File: src/mst_ram.sv
// ============================================================================
// mst_ram: generic single write port memory
// one write and one read address per cycle, read data registered
// ============================================================================
module mst_ram #(
    parameter int WIDTH = 24,
    parameter int DEPTH = 64
) (
    input  logic                     i_clk,
    input  logic                     i_we,
    input  logic [$clog2(DEPTH)-1:0] i_waddr,
    input  logic [WIDTH-1:0]         i_wdata,
    input  logic [$clog2(DEPTH)-1:0] i_raddr,
    output logic [WIDTH-1:0]         o_rdata
);
    logic [WIDTH-1:0] r_mem [DEPTH];
    logic [WIDTH-1:0] r_rdata;

    always_ff @(posedge i_clk) begin
        if (i_we) begin
            r_mem[i_waddr] <= i_wdata;
        end
        r_rdata <= r_mem[i_raddr];
    end

    assign o_rdata = r_rdata;
endmodule

File: config.mk
export PLATFORM = sky130hd
export DESIGN_NAME = mst_ram
export DESIGN_NICKNAME = d
export VERILOG_FILES = /design/src/mst_ram.sv
export SDC_FILE = /design/constraint.sdc
export NUM_CORES = 1
export LEC_CHECK = 0
export BUFFER_PORTS_ARGS = -buffer_cell sky130_fd_sc_hd__buf_2
export CORE_UTILIZATION = 60
export CTS_BUF_LIST = sky130_fd_sc_hd__clkbuf_2 sky130_fd_sc_hd__clkbuf_4 sky130_fd_sc_hd__clkbuf_8
export CTS_CLUSTER_SIZE = 10
export DETAILED_ROUTE_END_ITERATION = 10
export MAX_ROUTING_LAYER = met4
export PLACE_DENSITY = 0.85
export SLEW_MARGIN = 5
export SYNTH_ARGS = -nofsm -noshare
export SYNTH_HDL_FRONTEND = slang
export SYNTH_SLANG_ARGS = --single-unit
File: constraint.sdc
create_clock -name i_clk -period 7.8 [get_ports i_clk]
set_clock_uncertainty 0.05 [all_clocks]
set_input_delay 0.78 -clock i_clk [delete_from_list [all_inputs] [get_ports i_clk]]
set_output_delay 0.78 -clock i_clk [all_outputs]
set_load 0.01 [all_outputs]
# ---- Word level (Yosys, flattened, before mapping)
# Memory sizes are Yosys's and may differ from the RTL's. A register that Yosys moved wholly into a read port is not among the register bits.
# Cells that the tools add are included.
dict set report word_totals {
  ramBits 1536
  in_bits 38
  output_inout_bits 24
  ff_bits 0
  word_cells 3
  n_memories 1
}
dict set report op_classes {
  mux 2
}
# memory depth word_bits rd rd_clocked_by_memory_dff write_ports line
set mem_list {}
lappend mem_list {r_mem 64 24 1 1 1 16} ;# logic [WIDTH-1:0] r_mem [DEPTH];
# op n
set ops {}
lappend ops {{1-bit 2-to-1 mux} 2}

# ---- Logic depth before layout (Yosys ltp)
dict set report depth {
  depth_word 2
  ltp_mapped 9
  mapped_depth_nobuf 5
}

# ---- Least setup slack after synthesis
# OpenSTA, ideal clock, no wires.
dict set report synth_timing {
  path_kind {in2reg}
  startpoint {in i_waddr[3]}
  endpoint {mem r_mem[48][0], enable pin}
  arrival_ns 2.942
  setup_ns 0.435
  t_required_ns 7.315
  slack_ns 4.373
  path_buffers 1
  stages 4
  cell_sequence {clkbuf_1 nor2b_1 nand4b_1 nor3_1}
}
# item line
set synth_rtl {}
lappend synth_rtl {{start, declared} 11} ;# input logic [$clog2(DEPTH)-1:0] i_waddr,
lappend synth_rtl {{end, declared} 16}
# Straight into the memory's write port.

==> key figures <==
Outcome
  – Outcome: completed

Cells and area
  – Filler cells: 5475
  – Commonest non-fill, non-tap cell in the layout: edfxtp_1
  – Multi-input gate area: 12100 um2
  – Fraction of layout cells with a size suffix above 1: 0.317
  – # nets final: roughly 2900
  – Most frequent cells in the layout: edfxtp_1, mux4_2, clkbuf_8
  – Area Growth Syn to Fin: 10.8%
  – Sequential Area: 46600 um2

Setup path
  – Worst r2r path cells: 5
  – Worst path required time: 8.55 ns
  – R2r endpoint: o_rdata[10]$_DFF_P_
  – R2R setup slack: 5.50 ns
  – Crit end category: flip-flop
  – Worst Path Class, Setup: primary input to flip-flop
  – CP arrival: 4.02 ns
  – Critical path launch point type: primary input
  – CP Max Fanout: between 80 and 90
  – Reg2reg start: r_mem[39][10]$_DFFE_PP_

Floorplanning
  – Die ar.: 100000 um2
  – Num ports: 62
  – Row count: 114
  – Initial core utilization: 0.610
  – Core area: 97300 um2
  – Die H: 316 um
  – DIE WIDTH: 316 um

Clock tree
  – Clock transition at path regs: 0.07 ns
  – # resized after CTS: 0
  – H-tree levels: 4
  – Clock Sinks: approximately 1600
  – TritonCTS clock tree: yes
  – Worst skew pair latency: 0.91 ns
  – Post-CTS setup buffer count: 0
  – Clock Path Buffers: 3
  – Root Driver: clkbuf_8
  – CTS buffer count: 222
  – Hold Buf Count CTS: 0

Hold path
  – Hold Path Stages: 4
  – Worst Min Path Start: i_raddr[1]
  – Hold WC Path Type: primary input to flip-flop
  – Worst Hold Endpoint: o_rdata[22]$_DFF_P_

Power and ir drop
  – Pwr/cell area: ~250 nW/um2
  – Lkg Pwr: a little over 20 nW
  – Max VDD drop: 0.207 mV

Routing
  – Drt via density: approximately 7.1
  – DRT Pass-1 Iters: 5
  – Total Wirelength: 147 mm
  – Iteration-0 DRC Markers: 4678
  – ANT nets after route: 0
  – Wire per inst: 34.2 um
  – DRC viols: 0
  – Via count: a little over 30000

Global route
  – Largest net degree at the start of global routing: between 100 and 150
  – First-pass GRT wire length: 208 mm
  – Initial antenna violation count: 12
  – Overall Global Routing Usage: 0.306
  – Remaining Overflow, GRT: 0
  – Vias in the first global route: around 30000

Logic synthesis
  – Count of different cell masters after synthesis: 40
  – Post-synthesis sequential area ratio: 0.786
  – Cell Area, Synth: just under 60000 um2
  – Register bit total from synthesis: 1560
  – Post-synth ARST share: 0
  – Main flop type after synthesis: edfxtp_1
  – Number of flops mapped to enable cells by yosys: 1536
  – Synth warnings: 0
  – Mapped Nets: 2648
  – Cells after Synth: 2610
  – Avg Cell Area, Syn: 22.7 um2

Placed design
  – Gpl congestion: 0.871
  – IO Port Bufs: 61
  – Place WS: between 3 and 4 ns
  – HPWL after DPL: about 79 mm

Timing
  – Peak Freq: roughly 300 MHz
  – Post-layout worst setup margin: 4.54 ns
  – Slew @ Worst Pin: 1.42 ns
  – Final min period: roughly 3.3 ns
  – # setup viols final: 0
  – RSZ-0062 raised after global routing: no
  – Final worst path period share: 0.419
  – Final-report hold violation count: 0
  – Max-slew violations: 0
  – Rel. slew slack: 0.0517
  – Total negative setup slack: 0 ns

Run
  – Max-cap check violation count: 0
==> worst max path at each step <==
stage	start	to	slack, ns	cells past startpoint
after floorplan	i_waddr[3]	r_mem[48][0]$_DFFE_PP_	4.37	4
after detailed placement	i_raddr[2]	o_rdata[6]$_DFF_P_	3.67	7
final	i_raddr[2]	o_rdata[6]$_DFF_P_	4.54	7
after global placement	i_raddr[2]	o_rdata[6]$_DFF_P_	3.73	7
after CTS	i_raddr[2]	o_rdata[6]$_DFF_P_	4.58	7
after global routing	i_raddr[0]	o_rdata[8]$_DFF_P_	4.46	7
==> metrics by stage <==
stage	utilization	instances	cell area (um2)	total power, W	hold slack [ns]
2_1_floorplan	-	2610	59300	0.00994	0.722
3_3_place_gp	0.630	3874	61300	0.0103	0.794
3_5_place_dp	0.630	3874	61300	0.0103	0.823
4_1_cts	0.675	4281	65700	0.0165	0.403
5_1_grt	0.675	4289	65700	0.0169	0.450
6_report	0.675	4291	65700	0.0165	0.477
==> metal layers <==
| metal | vias to the layer above | GRT usage | wire, um | part of all wire |
|---|---|---|---|---|
| li1 | 11600 | - | - | - |
| met1 | 15400 | 0.394 | 48800 | 0.33 |
| met2 | 2820 | 0.464 | 70900 | 0.48 |
| met3 | 446 | 0.0799 | 20300 | 0.14 |
| met4 | 0 | 0.137 | 6620 | 0.045 |
| met5 | - | - | 0 | 0 |
==> sequential cells by signal, indices dropped and copies added (netlist names) <==
name / flops
o_rdata: 24
r_mem: 1536
==> cells by family (layout without fill, tap and decap cells) <==
logic type	after synthesis	in the layout	synth area share
AOI/OAI and AO/OA	207	207	0.0244
buffers and inverters	144	539	0.0131
DFF	1560	1560	0.786
muxes	503	503	0.161
other	0	10	0
and+or+nand+nor	196	196	0.0156
==> synth_stat cells, types with 2 or more instances <==
library cell,count,area share
mux4_2,355,0.13
o21a_1,13,0.0016
nor2b_1,9,0.00095
clkbuf_1,44,0.0028
nor2_1,80,0.0051
mux2i_1,95,0.016
or3b_2,3,0.00044
o21ai_0,12,0.0010
a221oi_1,52,0.0077
buf_4,31,0.0039
and2_1,3,0.00032
a221o_1,4,0.00068
nand2_1,36,0.0023
buf_6,8,0.0015
o22ai_1,53,0.0056
or3_1,10,0.0011
nand2b_1,6,0.00063
nor3_1,2,0.00017
nand3_1,20,0.0017
o211ai_1,2,0.00025
a21oi_1,22,0.0019
a31oi_1,13,0.0014
buf_1,13,0.00082
o21ai_1,6,0.00051
mux2_2,53,0.010
and3_1,16,0.0017
nand3b_1,3,0.00038
or2_2,3,0.00032
nand4_1,2,0.00021
dfxtp_1,24,0.0081
edfxtp_1,1536,0.78
buf_2,45,0.0038
a22oi_1,29,0.0037
==> worst max-delay path: stages <==
cell	delay, ns
buf_8	0.50
buf_4	0.74
mux4_2	0.43
mux2_2	0.31
a221oi_1	0.52
a31oi_1	0.26
o21a_1	0.23
==> power by group <==
| part | switching (W) | internal (W) |
|---|---|---|
| Combinational | 0.000520 | 0.000292 |
| Clock | 0.00310 | 0.00324 |
| Sequential | 0.0000451 | 0.00929 |
==> final cells by class <==
| type | instances | share of cell area |
|---|---|---|
| timing repair buffer | 130 | 0.0141 |
| sequential | 1560 | 0.709 |
| clock inverter | 116 | 0.0114 |
| tap | 1276 | 0.0243 |
| clock buffer | 291 | 0.0555 |
| multi-input combinational | 906 | 0.185 |
| inverter | 2 | 0.000114 |
| antenna | 10 | 0.000381 |
Power figures use the tool's default switching activity.
