$ cat src/mst_pkg.sv
// ============================================================================
// mst_pkg: shared types, constants and functions of the MLP trainer
// fixed point helpers, sigmoid table builder, action and result codes
// ============================================================================
package mst_pkg;

    localparam int MAX_LAYERS  = 4;
    localparam int MAX_NEURONS = 16;
    localparam int FRAC_BITS   = 16;
    localparam int LR_BITS     = 16;
    localparam int SIG_ENTRIES = 1024;

    localparam int VW       = 24;
    localparam int ACC_W    = 50;
    localparam int OP_W     = VW + 1;
    localparam int IDX_W    = $clog2(MAX_NEURONS);
    localparam int LAY_W    = $clog2(MAX_LAYERS);
    localparam int NADDR_W  = LAY_W + IDX_W;
    localparam int NDEPTH   = MAX_LAYERS * MAX_NEURONS;
    localparam int WDEPTH   = (MAX_LAYERS - 1) * MAX_NEURONS * MAX_NEURONS;
    localparam int WADDR_W  = $clog2(WDEPTH);
    localparam int SIG_AW   = $clog2(SIG_ENTRIES);
    localparam int SIG_W    = FRAC_BITS + 1;
    localparam int SIG_HALF = SIG_ENTRIES / 2;
    localparam int SIG_SHIFT = FRAC_BITS - $clog2(SIG_ENTRIES / 16);
    localparam int CLR_W    = $clog2(SIG_ENTRIES > WDEPTH ? SIG_ENTRIES : WDEPTH);
    localparam int LR_W     = 16;

    // actions
    localparam logic [2:0] ACT_WR_W = 3'd0;
    localparam logic [2:0] ACT_WR_B = 3'd1;
    localparam logic [2:0] ACT_RD_W = 3'd2;
    localparam logic [2:0] ACT_RD_B = 3'd3;
    localparam logic [2:0] ACT_IN   = 3'd4;
    localparam logic [2:0] ACT_TGT  = 3'd5;

    // result kinds
    localparam logic [1:0] KIND_READ = 2'd0;
    localparam logic [1:0] KIND_NET  = 2'd1;
    localparam logic [1:0] KIND_DONE = 2'd2;

    // register indexes
    localparam logic [2:0] REG_LAYERS = 3'd0;
    localparam logic [2:0] REG_W0     = 3'd1;
    localparam logic [2:0] REG_W1     = 3'd2;
    localparam logic [2:0] REG_W2     = 3'd3;
    localparam logic [2:0] REG_W3     = 3'd4;
    localparam logic [2:0] REG_LR     = 3'd5;

    typedef struct packed {
        logic [LAY_W-1:0]                  top;
        logic [MAX_LAYERS-1:0][IDX_W-1:0]  wm1;
        logic [LR_W-1:0]                   lr;
    } t_cfg;

    typedef logic [SIG_ENTRIES-1:0][SIG_W-1:0] t_sig_tab;

    // saturate a wide sum to the value width
    function automatic logic signed [VW-1:0] sat_v(input logic signed [ACC_W-1:0] v);
        logic [ACC_W-VW:0] hi;
        hi = v[ACC_W-1:VW-1];
        if (hi == '0 || hi == '1) begin
            return v[VW-1:0];
        end else if (v[ACC_W-1]) begin
            return {1'b1, {(VW-1){1'b0}}};
        end else begin
            return {1'b0, {(VW-1){1'b1}}};
        end
    endfunction

    function automatic logic signed [ACC_W-1:0] sx_v(input logic signed [VW-1:0] v);
        return ACC_W'(v);
    endfunction

    // table index: floor(z * entries/16) + half, clamped
    function automatic logic [SIG_AW-1:0] sig_index(input logic signed [VW-1:0] z);
        logic signed [VW-1:0] s;
        logic signed [VW:0]   i;
        s = z >>> SIG_SHIFT;
        i = (VW+1)'(s) + (VW+1)'(SIG_HALF);
        if (i < 0) begin
            return '0;
        end else if (i > (VW+1)'(SIG_ENTRIES - 1)) begin
            return SIG_AW'(SIG_ENTRIES - 1);
        end else begin
            return i[SIG_AW-1:0];
        end
    endfunction

    // elaboration only: unsigned quotient by shift and subtract
    function automatic longint unsigned div_u64(input longint unsigned num,
                                                input longint unsigned den);
        longint unsigned q, r;
        q = 0;
        r = 0;
        for (int b = 63; b >= 0; b--) begin
            r = {r[62:0], num[b]};
            if (r >= den) begin
                r = r - den;
                q[b] = 1'b1;
            end
        end
        return q;
    endfunction

    // elaboration only: sigmoid samples from a Q2.30 series for exp
    function automatic t_sig_tab build_sig();
        longint unsigned one, step, term, pos, neg, base, e, den, s;
        t_sig_tab t;
        one  = 64'd1 << 30;
        step = (64'd16 << 30) / SIG_ENTRIES;
        term = one;
        pos  = one;
        neg  = 0;
        e    = one;
        t    = '0;
        for (int n = 1; n <= 10; n++) begin
            term = div_u64((term * step) >> 30, 64'(n));
            if (n % 2 == 1) neg = neg + term;
            else pos = pos + term;
        end
        base = pos - neg;
        for (int k = 0; k <= SIG_HALF; k++) begin
            den = one + e;
            s = div_u64((64'd1 << (30 + FRAC_BITS)) + (den >> 1), den);
            if (k < SIG_HALF) t[SIG_HALF + k] = SIG_W'(s);
            if (k > 0) t[SIG_HALF - k] = SIG_W'((64'd1 << FRAC_BITS) - s);
            e = (e * base) >> 30;
        end
        return t;
    endfunction

    localparam t_sig_tab SIG_TAB = build_sig();

endpackage

$ cat src/mst_cfg.sv
// ============================================================================
// mst_cfg: configuration registers
// APB register file with clamped layer count and widths for the sequencer
// ============================================================================
module mst_cfg import mst_pkg::*; (
    input  logic        i_clk,
    input  logic        i_rst_n,
    input  logic        psel,
    input  logic        penable,
    input  logic        pwrite,
    input  logic [4:0]  paddr,
    input  logic [31:0] pwdata,
    output logic [31:0] prdata,
    output logic        pready,
    output t_cfg        o_cfg
);
    logic [2:0]  r_layers;
    logic [4:0]  r_w [MAX_LAYERS];
    logic [15:0] r_lr;
    logic [2:0]  reg_idx;
    logic        wr;

    assign reg_idx = paddr[4:2];
    assign wr      = psel & penable & pwrite;
    assign pready  = 1'b1;

    always_ff @(posedge i_clk) begin
        if (!i_rst_n) begin
            r_layers <= 3'd3;
            for (int i = 0; i < MAX_LAYERS; i++) r_w[i] <= 5'd16;
            r_lr <= 16'd6554;
        end else if (wr) begin
            case (reg_idx)
                REG_LAYERS: r_layers <= pwdata[2:0];
                REG_W0:     r_w[0]   <= pwdata[4:0];
                REG_W1:     r_w[1]   <= pwdata[4:0];
                REG_W2:     r_w[2]   <= pwdata[4:0];
                REG_W3:     r_w[3]   <= pwdata[4:0];
                REG_LR:     r_lr     <= pwdata[15:0];
                default: ;
            endcase
        end
    end

    always_comb begin
        case (reg_idx)
            REG_LAYERS: prdata = {29'd0, r_layers};
            REG_W0:     prdata = {27'd0, r_w[0]};
            REG_W1:     prdata = {27'd0, r_w[1]};
            REG_W2:     prdata = {27'd0, r_w[2]};
            REG_W3:     prdata = {27'd0, r_w[3]};
            REG_LR:     prdata = {16'd0, r_lr};
            default:    prdata = '0;
        endcase
    end

    // index of the output layer and width minus one of each layer
    always_comb begin
        if (r_layers < 3'd2) o_cfg.top = LAY_W'(1);
        else if (r_layers > 3'd4) o_cfg.top = LAY_W'(3);
        else o_cfg.top = LAY_W'(r_layers - 3'd1);
        for (int i = 0; i < MAX_LAYERS; i++) begin
            if (r_w[i] == 5'd0) o_cfg.wm1[i] = '0;
            else if (r_w[i] > 5'(MAX_NEURONS)) o_cfg.wm1[i] = IDX_W'(MAX_NEURONS - 1);
            else o_cfg.wm1[i] = IDX_W'(r_w[i] - 5'd1);
        end
        o_cfg.lr = r_lr;
    end
endmodule

$ cat config.mk
export PLATFORM = sky130hd
export DESIGN_NAME = mst_cfg
export DESIGN_NICKNAME = d
export VERILOG_FILES = /design/src/mst_pkg.sv /design/src/mst_cfg.sv
export SDC_FILE = /design/constraint.sdc
export NUM_CORES = 1
export LEC_CHECK = 0
export BUFFER_PORTS_ARGS = -buffer_cell sky130_fd_sc_hd__buf_2
export CORE_ASPECT_RATIO = 2
export CORE_MARGIN = 4
export CORE_UTILIZATION = 43
export CTS_CLUSTER_SIZE = 14
export DETAILED_ROUTE_END_ITERATION = 8
export GPL_TIMING_DRIVEN = 0
export PLACE_DENSITY = 0.85
export SLEW_MARGIN = 20
export SYNTH_ARGS = -nofsm -noshare
export SYNTH_HDL_FRONTEND = slang
export SYNTH_SLANG_ARGS = --single-unit
$ cat constraint.sdc
create_clock -name i_clk -period 1.85 [get_ports i_clk]
set_clock_uncertainty 0.15 [all_clocks]
set_input_delay 0.37 -clock i_clk [delete_from_list [all_inputs] [get_ports i_clk]]
set_output_delay 0.37 -clock i_clk [all_outputs]
set_load 0.01 [all_outputs]
-- Word-level counts from Yosys, hierarchy flattened
Memory sizes are Yosys's and may differ from the RTL's.
Index checks and enable logic that the tools add are counted.
- $add $sub $neg: 5
- $lt $le $gt $ge: 6
- equal/unequal tests: 5
- mux-type cells: 32
- bitwise operators: 6
- reduce and logical (&&, ||, !) cells: 7
- operators by type and width (kind ; number):
    $pmux 16 s6 ; 1
    $mux 4 ; 8
    $gt 5x5->1 const B ; 4
    $logic_not 5->1 ; 4
    $mux 5 ; 4
    $mux 1 ; 17
    $sub 4x1->4 const B ; 4
    $eq 3x2->1 const B ; 2
    $eq 3x3->1 const B ; 2
    $mux 2 ; 2
    $or 1x1->1 ; 4
    $reduce_and 2->1 ; 2
    $eq 3x1->1 const B ; 1
    $gt 3x3->1 const B ; 1
    $logic_not 3->1 ; 1
    $lt 3x2->1 const B ; 1
    $and 1x1->1 ; 2
    $sub 2x1->2 const B ; 1
- register bits after elaboration: 19
- bits in writable memories: 20
- input port bits: 42
- output and inout bits: 67
- logic and storage cells: 64
- memories: 1
- memories (name ; depth ; width ; rd ports ; clocked after Yosys merged registers in ; wr ports ; RTL line ; text):
    r_w ; 4 ; 5 ; 4 ; 0 ; 4 ; mst_cfg.sv:18 ; logic [4:0] r_w [MAX_LAYERS];

-- Logic depth before layout (Yosys ltp)
Gate-level depths: netlist (run 1).
- word-level depth: 6
- depth in mapped cells: 5

-- Worst setup path before layout (run 1)
No wires, ideal clock.
- path kind: register to output
- start: memory r_w[1][0]
- end: output port o_cfg[20] in the netlist's numbering
- data arrival time: 1393 ps
- data required time: 1330 ps
- path slack: -63 ps
- cell stages (with the launch flop): 6
- buffers on the path: 0
- cells stage by stage: edfxtp_1 > inv_1 > ha_1 > nand2b_1 > or2_2 > maj3_1
- RTL lines (element ; RTL line ; text):
    start: declaration ; mst_cfg.sv:18 ;
    end: declaration ; mst_cfg.sv:15 ; output t_cfg o_cfg

==> results.yml, run 1 <==
yosys:
  syn_area_per_cell_um2: 9.17
  synth_top_flop_cell: "edfxtp_1"
  synth-edff-count: 20
  synthArstFlopShare_pct: 0
  synth.distinct_cells: 45
  synthSimpleGateAreaFrac_pct: 29.1
  synth-adder-area-share_pct: 2.80
  syn-instance-count: 273
  synth_top_family_by_area: "simple AND/OR/NAND/NOR gates"
  synthMuxAreaShare_pct: 10.2
  ys_ff_latch: 39
  synth_xor_area_share_pct: 0
  seq_area_frac_synth_pct: 39.2
  yosysWarnings: 0
  synth-compound-area-share_pct: 8.95
  syn_area_mm2: 0.00250
detailed_routing:
  routed-via-count: 2556
  drtIter0Drc: 69
  post-route-drc-count: 0
  drtPass1Iterations: 4
  routed_via_density: 5.37
  wl_um: 8100
  ant_nets: 0
  routedWlPerCell_um: 17.0
critical_path:
  max_stage_delay_ns: 0.44
  path_class: "register to primary output"
  critPathMaxFanout: 2
  worst_ep_required_time_ns: 1.33
  slowest_stage: "edfxtp_1"
  end_kind: "primary output"
  cp-start-kind: "register"
  crit_chain: "inv_2, ha_4, nand2b_4, buf_4, buf_6, a221oi_2, nor3_1, buf_2"
  worst_ep_arrival_time_ns: 1.75
pwr:
  max-vdd-ir-drop_uv: 763
  powerDensity_mw_per_mm2: 645
  p_leak_nw: 1.74
  finalPower_mw: 2.57
layout:
  synthToLayoutAreaGrowth_pct: 59.4
  postLayoutCoreUtil_pct: 70.5
  nets: 460
  layout-drive-gt1-share_pct: 52.5
  nFillCells: 395
  finalNonFillerCells: 476
  multiInputGateArea_mm2: 0.00168
  layout_commonest_cell: "buf_2"
  diodes: 0
  final-seq-area_um2: 981
  layout_common_cells: "65 x buf_2, 55 x buf_4, 23 x nand2_1"
placement:
  dp_slack_ns: -0.451
  routabilityCongestion: 0.818
  dp.cells: 422
  hpwl_um: 5230
  port_buffers: 73
sta:
  worst_slack_ns: -0.416
  finalCriticalPeriod_ns: 2.27
  setup_viol: 21
  fmax_mhz: 441
  hold_viol: 0
  rsz0062_at_grt: "true"
  period_share_pct: 123
  slew_violations: 0
flow_run:
  maxCapViolCount: 0
floorplan:
  row_count: 39
  die_area_mm2: 0.00718
  io_pins: 109
  initial_core_util_pct: 44.2
  die_w_um: 62.0
  chipHeight_um: 116
  core_mm2: 0.00566
cts:
  clockRootBuffer: "clkbuf_16"
  cts.sinks: 39
  path_clk_slew_ns: 0.06
  cts_tree: "yes"
  insertion_delay_ns: 0.28
  clk_path_buf_depth: 2
  numCtsBuffers: 5
  ctsHtreeMaxLevel: 2
grt:
  grt_max_degree: 13
  grt_pass1_vias: 2596
  grt_pass1_wl_um: 12000
  overflow: 0
  antenna_found_initial: 0
  groute.usage.overall_pct: 22.5
status:
  outcome: "finished with violations"
  violations: "setup timing"
worst_hold_path:
  hp-class: "input pin to register"
-- path summary, 6_finish.rpt --
path                                          startpoint                       end  slack [ns]  depth (start not counted)
worst max-delay path             r_w[1][0]$_SDFFCE_PN0P_                 o_cfg[23]       -0.42                          8
worst min-delay path                           pwdata[5]      r_lr[5]$_SDFFE_PN0P_        0.19                          3
worst max register to register  r_layers[0]$_SDFFE_PN1P_  r_layers[0]$_SDFFE_PN1P_        0.94                          2
worst min register to register      r_lr[6]$_SDFFE_PN0P_      r_lr[6]$_SDFFE_PN0P_        0.33                          2
-- flip-flops by register name (all words and copies together) (netlist names) --
| name | cells |
|---|---|
| r_w | 20 |
| r_layers | 3 |
| r_lr | 16 |
-- cells in the mapped netlist, types with 2 or more instances --
master | count | area share [%]
conb_1 | 2 | 0.30
mux2_2 | 2 | 0.90
nor3_1 | 12 | 2.4
and2_1 | 23 | 5.7
dfxtp_1 | 19 | 15
a221o_1 | 2 | 0.80
buf_6 | 2 | 0.90
or3b_2 | 3 | 1.0
nor4_1 | 5 | 1.2
edfxtp_1 | 20 | 24
nor2_1 | 13 | 1.9
maj3_1 | 2 | 0.80
buf_4 | 17 | 5.1
a21oi_1 | 9 | 1.8
nand3b_1 | 2 | 0.60
inv_1 | 12 | 1.8
mux2i_1 | 21 | 8.4
o21ai_0 | 3 | 0.60
o21a_1 | 3 | 0.90
ha_1 | 4 | 2.0
nand3_1 | 2 | 0.40
nor3b_1 | 5 | 1.5
or3_1 | 4 | 1.0
clkbuf_1 | 7 | 1.0
nand2_1 | 24 | 3.6
nand2b_1 | 11 | 2.7
buf_2 | 3 | 0.60
or2_2 | 5 | 1.2
nor2b_1 | 15 | 3.7
o22ai_1 | 2 | 0.50
a221oi_1 | 4 | 1.4
o2bb2ai_1 | 2 | 0.70
-- repair_timing --
| action | 4_1_cts | 5_1_grt |
|---|---|---|
| buffers inserted | 38 | 9 |
| hold buffers | 0 | 0 |
| gates resized for setup | 88 | 26 |
| pin swaps | 17 | 17 |
| gates cloned | 2 | 0 |
| setup endpoints to repair | 31 | 46 |
-- critical path: cells and delay by family, from the launching register on --
family	cells	cell delay, ns
AOI/OAI and AO/OA	1	0.24
adders and majority gates	1	0.14
buffers and inverters	4	0.49
DFF	1	0.44
and+or+nand+nor	2	0.14
-- power by group --
group	internal (mW)	total (mW)	switching, mW	leakage (nW)
Combinational	0.305	0.586	0.281	1.31
Sequential	0.938	0.981	0.0433	0.346
Clock	0.670	1.01	0.336	0.0868
-- metal layers --
metal	vias up	GRT usage [%]	routed length [um]
met5	-	0	0
met4	0	11.5	414
met3	31	3.01	457
met2	121	43.0	4560
met1	1200	21.4	2670
li1	1204	-	-
-- through the flow --
stage	hold WS [ns]	TNS (ns)	cell area (um2)
CTS	0.186	-3.95	3840
finish	0.188	-4.97	3990
floorplan	0.306	0	2560
global route	0.202	-5.94	3990
detailed placement	0.315	-10.36	3000
global placement	0.301	-8.50	3000
-- final cells by class --
cell class / count / share of cell area (%)
repair buffers: 120 / 20.2
well taps: 61 / 1.91
clock buffers: 6 / 3.48
clock inverters: 2 / 0.878
multi-input cells: 208 / 42.2
plain buffers: 28 / 5.64
flip-flops and latches: 39 / 24.6
inverters: 12 / 1.13
-- cells by family after synthesis --
logic type	count (synthesis)
simple gates	129
buf+inv	41
compound gates	32
other cells	2
fa+ha+maj	6
mux	24
flops	39
No activity file was read; power rests on OpenSTA's default activity.
==> run 2: changes to the inputs <==
- ABC_AREA: default -> 1
- ABC_CLOCK_PERIOD_IN_PS: default -> 1850
- PLACE_DENSITY: 0.85 -> 0.86
==> results.yml, run 2 <==
status:
  outcome: "finished with violations"
  violations: "setup timing"
sta:
  setup_viol: 13
  fmax_mhz: 517
  finalCriticalPeriod_ns: 1.94
  slew_violations: 0
  worst_slack_ns: -0.0858
  period_share_pct: 105
  rsz0062_at_grt: "true"
  hold_viol: 0
yosys:
  yosysWarnings: 0
  syn_area_per_cell_um2: 7.07
  syn_area_mm2: 0.00249
  ys_ff_latch: 39
  synthTopCellsByCount: "76 x nand2_1, 69 x nor2_1, 50 x inv_1"
  synth-compound-area-share_pct: 6.03
  synth-adder-area-share_pct: 2.01
  synth.distinct_cells: 23
  syn-instance-count: 352
  synth.most_common_cell: "nand2_1"
  yosysTopAreaCellShare_pct: 24.1
  synth-edff-count: 20
  synthArstFlopShare_pct: 0
  synth_xor_area_share_pct: 0
  seq_area_frac_synth_pct: 39.4
  synthMuxAreaShare_pct: 0
  synth_top_area_cell: "edfxtp_1"
  synthSimpleGateAreaFrac_pct: 36.2
  synthTopCellsByArea: "edfxtp_1 24%, dfxtp_1 15%, nand2_1 11%"
  synth_top_family_by_area: "simple AND/OR/NAND/NOR gates"
  synth_top_flop_cell: "edfxtp_1"
layout:
  nets: 504
  synthToLayoutAreaGrowth_pct: 40.2
  finalNonFillerCells: 520
  postLayoutCoreUtil_pct: 61.6
  fin_area_mm2: 0.00349
  largest_reg_flops: 20
  diodes: 0
  largest_register: "r_w"
  layout_common_cells: "73 x nand2_1, 73 x buf_2, 59 x nor2_1"
  nFillCells: 500
  top_regs: "r_w (20), r_lr (16), r_layers (3)"
  layout-drive-gt1-share_pct: 35.7
placement:
  routabilityCongestion: 0.864
  dp_slack_ns: -0.299
  port_buffers: 72
  place_area_mm2: 0.00298
  dp.cells: 500
  hpwl_um: 5060
flow_run:
  maxCapViolCount: 0
pwr:
  max-vdd-ir-drop_uv: 974
  p_leak_nw: 1.73
  powerDensity_mw_per_mm2: 718
critical_path:
  r2r_cells: 2
  worst_ep_arrival_time_ns: 1.42
  end_kind: "primary output"
  cp-start-kind: "register"
  critPathMaxFanout: 2
  r2r_end: "r_lr[1]$_SDFFE_PN1P_"
  r2r_start: "r_lr[1]$_SDFFE_PN1P_"
  reg2reg_slack_ns: 1.01
  path_class: "register to primary output"
  worst_ep_required_time_ns: 1.33
grt:
  antenna_found_initial: 0
  groute.usage.overall_pct: 20.1
  overflow: 0
  grt_pass1_wl_um: 10800
  grt_pass1_vias: 2459
  grt_max_degree: 13
cts:
  ctsHtreeMaxLevel: 2
  clk_path_buf_depth: 2
  cts_tree: "yes"
  cts_hold_buf: 0
  cts.sinks: 39
  clockRootBuffer: "clkbuf_16"
  insertion_delay_ns: 0.28
  numCtsBuffers: 5
  path_clk_slew_ns: 0.05
detailed_routing:
  ant_nets: 0
  drtIter0Drc: 122
  wl_um: 6800
  routed-via-count: 2553
  drtPass1Iterations: 4
  routed_via_density: 4.91
  routedWlPerCell_um: 13.1
  post-route-drc-count: 0
floorplan:
  io_pins: 109
  chipHeight_um: 116
  die_area_mm2: 0.00714
  die_w_um: 61.8
  row_count: 39
  initial_core_util_pct: 44.0
  core_mm2: 0.00566
worst_hold_path:
  hp-class: "input pin to register"
  holdPathEnd: "r_lr[12]$_SDFFE_PN1P_"
  holdPathStages: 3
  hp-start: "pwdata[12]"
==> run 2: changes by cell type in the layout (fill, tap and decap cells not counted), moves of 20 or more <==
cell,change
inv_1,+37
and2_1,-22
mux2i_1,-20
nor2_1,+52
nand2_1,+50
buf_4,-29
nand3_1,+24
==> run 2: layout make-up <==
class	count	area, um2	area share (%)
multi-input combinational	248	1360	39.1
sequential	39	981	28.1
timing repair buffer	85	473	13.6
inverter	53	209	5.99
buffer	26	196	5.63
clock buffer	6	129	3.69
tap	61	76.3	2.19
clock inverter	2	60.1	1.72
==> run 2: worst max-delay path by stage <==
| stage | from | to | slack [ns] | cells past startpoint |
|---|---|---|---|---|
| final | r_w[1][1]$_SDFFCE_PN0P_ | o_cfg[23] | -0.09 | 7 |
| after global routing | r_w[3][1]$_SDFFCE_PN0P_ | o_cfg[31] | -0.15 | 7 |
| after CTS | r_w[3][0]$_SDFFCE_PN0P_ | o_cfg[28] | -0.1 | 6 |
| after detailed placement | pwrite | r_w[0][0]$_SDFFCE_PN0P_ | -0.30 | 4 |
| after global placement | pwrite | r_w[0][0]$_SDFFCE_PN0P_ | -0.23 | 4 |
| after floorplan | pwrite | r_w[0][0]$_SDFFCE_PN0P_ | 0.1 | 3 |
==> run 2: report_power, final <==
part           internal (mW)  total (mW)  leakage (nW)  switching, mW
logic                  0.182       0.437          1.29          0.255
registers              0.940       0.977         0.347         0.0366
clock network          0.772        1.09        0.0911          0.318
total                   1.89        2.50          1.73          0.610
==> run 2: layer usage <==
layer  GRT usage, %  wire length [um]
met5              0                 0
met4           11.5               363
met3           3.57               567
met2           36.7              3640
met1           20.1              2230
==> run 2: worst max-delay path, stage by stage (launching register included) <==
cell	delay (ns)
edfxtp_1	0.41
buf_6	0.15
nor2_4	0.09
nand2_1	0.07
nand2_1	0.08
nand2_1	0.06
o21ai_1	0.13
buf_2	0.15
==> run 2: cells by family (layout without fill, tap and decap cells) <==
family | Yosys count | after routing
other | 2 | 17
and+or+nand+nor | 198 | 198
DFF | 39 | 39
buffers and inverters | 80 | 172
adders and majority gates | 4 | 4
AOI/OAI and AO/OA | 29 | 29
==> run 2: what timing repair did <==
| item | in CTS | in global routing |
|---|---|---|
| pin swaps | 16 | 15 |
| gates cloned | 0 | 0 |
| setup endpoints to repair | 24 | 37 |
| setup buffers | 12 | 1 |
| resized for setup | 56 | 22 |
==> run 2: stage by stage <==
step / hold slack [ns] / power (mW) / TNS, ns
3_5_place_dp: 0.339 / 1.34 / -5.04
6_report: 0.148 / 2.50 / -0.561
4_1_cts: 0.150 / 2.48 / -0.568
5_1_grt: 0.162 / 2.60 / -1.47
3_3_place_gp: 0.331 / 1.33 / -4.27
2_1_floorplan: 0.321 / 1.21 / 0
==> run 3: changes to the inputs <==
- ABC_AREA: 1 -> 0
- ABC_CLOCK_PERIOD_IN_PS: 1850 -> 1800
- CORE_UTILIZATION: 43 -> 48
- CTS_CLUSTER_SIZE: 14 -> 40
- PLACE_DENSITY: 0.86 -> 0.9
- clock period: 1.85 -> 1.8 ns (I/O delays scaled with it)
==> results.yml, run 3 (synthesis gave the netlist of run 1 again) <==
layout:
  layout_common_cells: "60 x buf_2, 53 x buf_4, 23 x nand2_1"
  diodes: 0
  nFillCells: 345
  top_regs: "r_w (20), r_lr (16), r_layers (3)"
  layout-drive-gt1-share_pct: 50.5
  synthToLayoutAreaGrowth_pct: 52.3
  finalNonFillerCells: 466
  layout_commonest_cell: "buf_2"
  fin_area_mm2: 0.00381
  largest_register: "r_w"
  postLayoutCoreUtil_pct: 74.9
  largest_reg_flops: 20
  nets: 453
detailed_routing:
  wl_um: 7590
  wl_met3_um: 574
  top_layer: "met4"
  route.met2.wl_um: 4250
  m1WireLength_um: 2470
  drtPass1Iterations: 4
  post-route-drc-count: 0
  routed-via-count: 2507
  ant_nets: 0
  routedWlPerCell_um: 16.3
  drtIter0Drc: 86
  routed_via_density: 5.38
critical_path:
  worst-path-buf-inv: 2
  path_delay_family: "adder cells"
  slowest_stage: "edfxtp_1"
  worst_ep_required_time_ns: 1.29
  crit_chain: "inv_2, ha_4, nand2b_4, or2_4, maj3_2, buf_6"
  worst_ep_arrival_time_ns: 1.68
  cp-start-kind: "register"
  path_class: "register to primary output"
  max_stage_delay_ns: 0.42
  critPathMaxFanout: 2
  end_kind: "primary output"
cts:
  ctsHtreeMaxLevel: 2
  cts.sinks: 39
  cts_tree: "yes"
  path_clk_slew_ns: 0.07
  numCtsBuffers: 5
  insertion_delay_ns: 0.29
  clk_path_buf_depth: 2
  clockRootBuffer: "clkbuf_8"
sta:
  slew_violations: 0
  worstMarginPinSlew_ns: 0.539
  rsz0062_at_grt: "true"
  finalCriticalPeriod_ns: 2.19
  fmax_mhz: 456
  period_share_pct: 122
  timing.hold.ws_ns: 0.160
  slew_headroom_pct: 63.8
  worst_slack_ns: -0.391
  setup_viol: 21
  hold_viol: 0
floorplan:
  die_area_mm2: 0.00651
  io_pins: 109
  chipHeight_um: 110
  initial_core_util_pct: 49.2
  core_mm2: 0.00509
  die_w_um: 59.1
  row_count: 37
placement:
  port_buffers: 73
  routabilityCongestion: 0.831
  dp_slack_ns: -0.379
  place_area_mm2: 0.00303
  dp.cells: 419
  hpwl_um: 4910
status:
  violations: "setup timing"
  outcome: "finished with violations"
pwr:
  p_leak_nw: 1.65
  powerDensity_mw_per_mm2: 562
  max-vdd-ir-drop_uv: 807
worst_hold_path:
  hp-class: "input pin to register"
grt:
  groute.usage.overall_pct: 22.9
  grt_pass1_vias: 2468
  antenna_found_initial: 0
  grt_pass1_wl_um: 11300
  grt_max_degree: 12
  overflow: 0
flow_run:
  maxCapViolCount: 0
run 3: changes by cell type in the layout (fill, tap and decap cells not counted), sizes merged, moves of 23 or more:
cell,previous run,this run
nor2,72,13
nand2,76,24
inv,53,12
nand3,35,2
buf,107,135
and2,0,23
run 3: final timing paths:
path,startpoint,to,slack (ns),cells past startpoint
max,r_w[1][0]$_SDFFCE_PN0P_,o_cfg[20],-0.39,6
min,pwdata[5],r_lr[5]$_SDFFE_PN0P_,0.16,3
max reg2reg,r_layers[0]$_SDFFE_PN1P_,r_layers[0]$_SDFFE_PN1P_,0.96,2
min reg2reg,r_lr[5]$_SDFFE_PN0P_,r_lr[5]$_SDFFE_PN0P_,0.32,2
run 3: stage by stage:
stage	setup TNS, ns	total power [mW]
after floorplan	-0.00932	1.26
after global placement	-9.26	1.38
after detailed placement	-11.21	1.39
after CTS	-4.85	2.09
after global routing	-6.66	2.23
final	-5.58	2.14
run 3: worst register-to-register path, cell delays in order, from the launching register on:
cell and delay (ns):
dfxtp_1 0.35, o41ai_1 0.07, o211ai_1 0.13
run 3: where the power goes:
group	switching (mW)	internal [mW]	total, mW
logic	0.274	0.304	0.578
registers	0.0419	0.963	1.00
clock network	0.290	0.272	0.561
total	0.605	1.54	2.14
run 3: area by class of cell:
cell class | count | area, um2 | share of cell area (%)
Multi-Input combinational cell | 208 | 1640 | 42.9
Inverter | 12 | 45.0 | 1.18
Clock buffer | 7 | 76.3 | 2.00
Sequential cell | 39 | 982 | 25.8
Buffer | 28 | 224 | 5.87
Tap cell | 58 | 72.6 | 1.90
Timing Repair Buffer | 113 | 773 | 20.3
Clock inverter | 1 | 5.00 | 0.131
run 3: repair_timing:
action                                  in CTS  in global routing
buffers inserted                            35                  6
resized for setup                           76                 23
gates cloned                                 1                  0
pin swaps                                   19                 11
hold buffers                                 0                  0
endpoints found under the setup margin      35                 36
run 3: routing by layer:
metal,vias up,global-route usage (%)
met4,0,11.5
li1,1191,-
met1,1170,22.6
met5,-,0
met2,124,43.1
met3,22,4.55
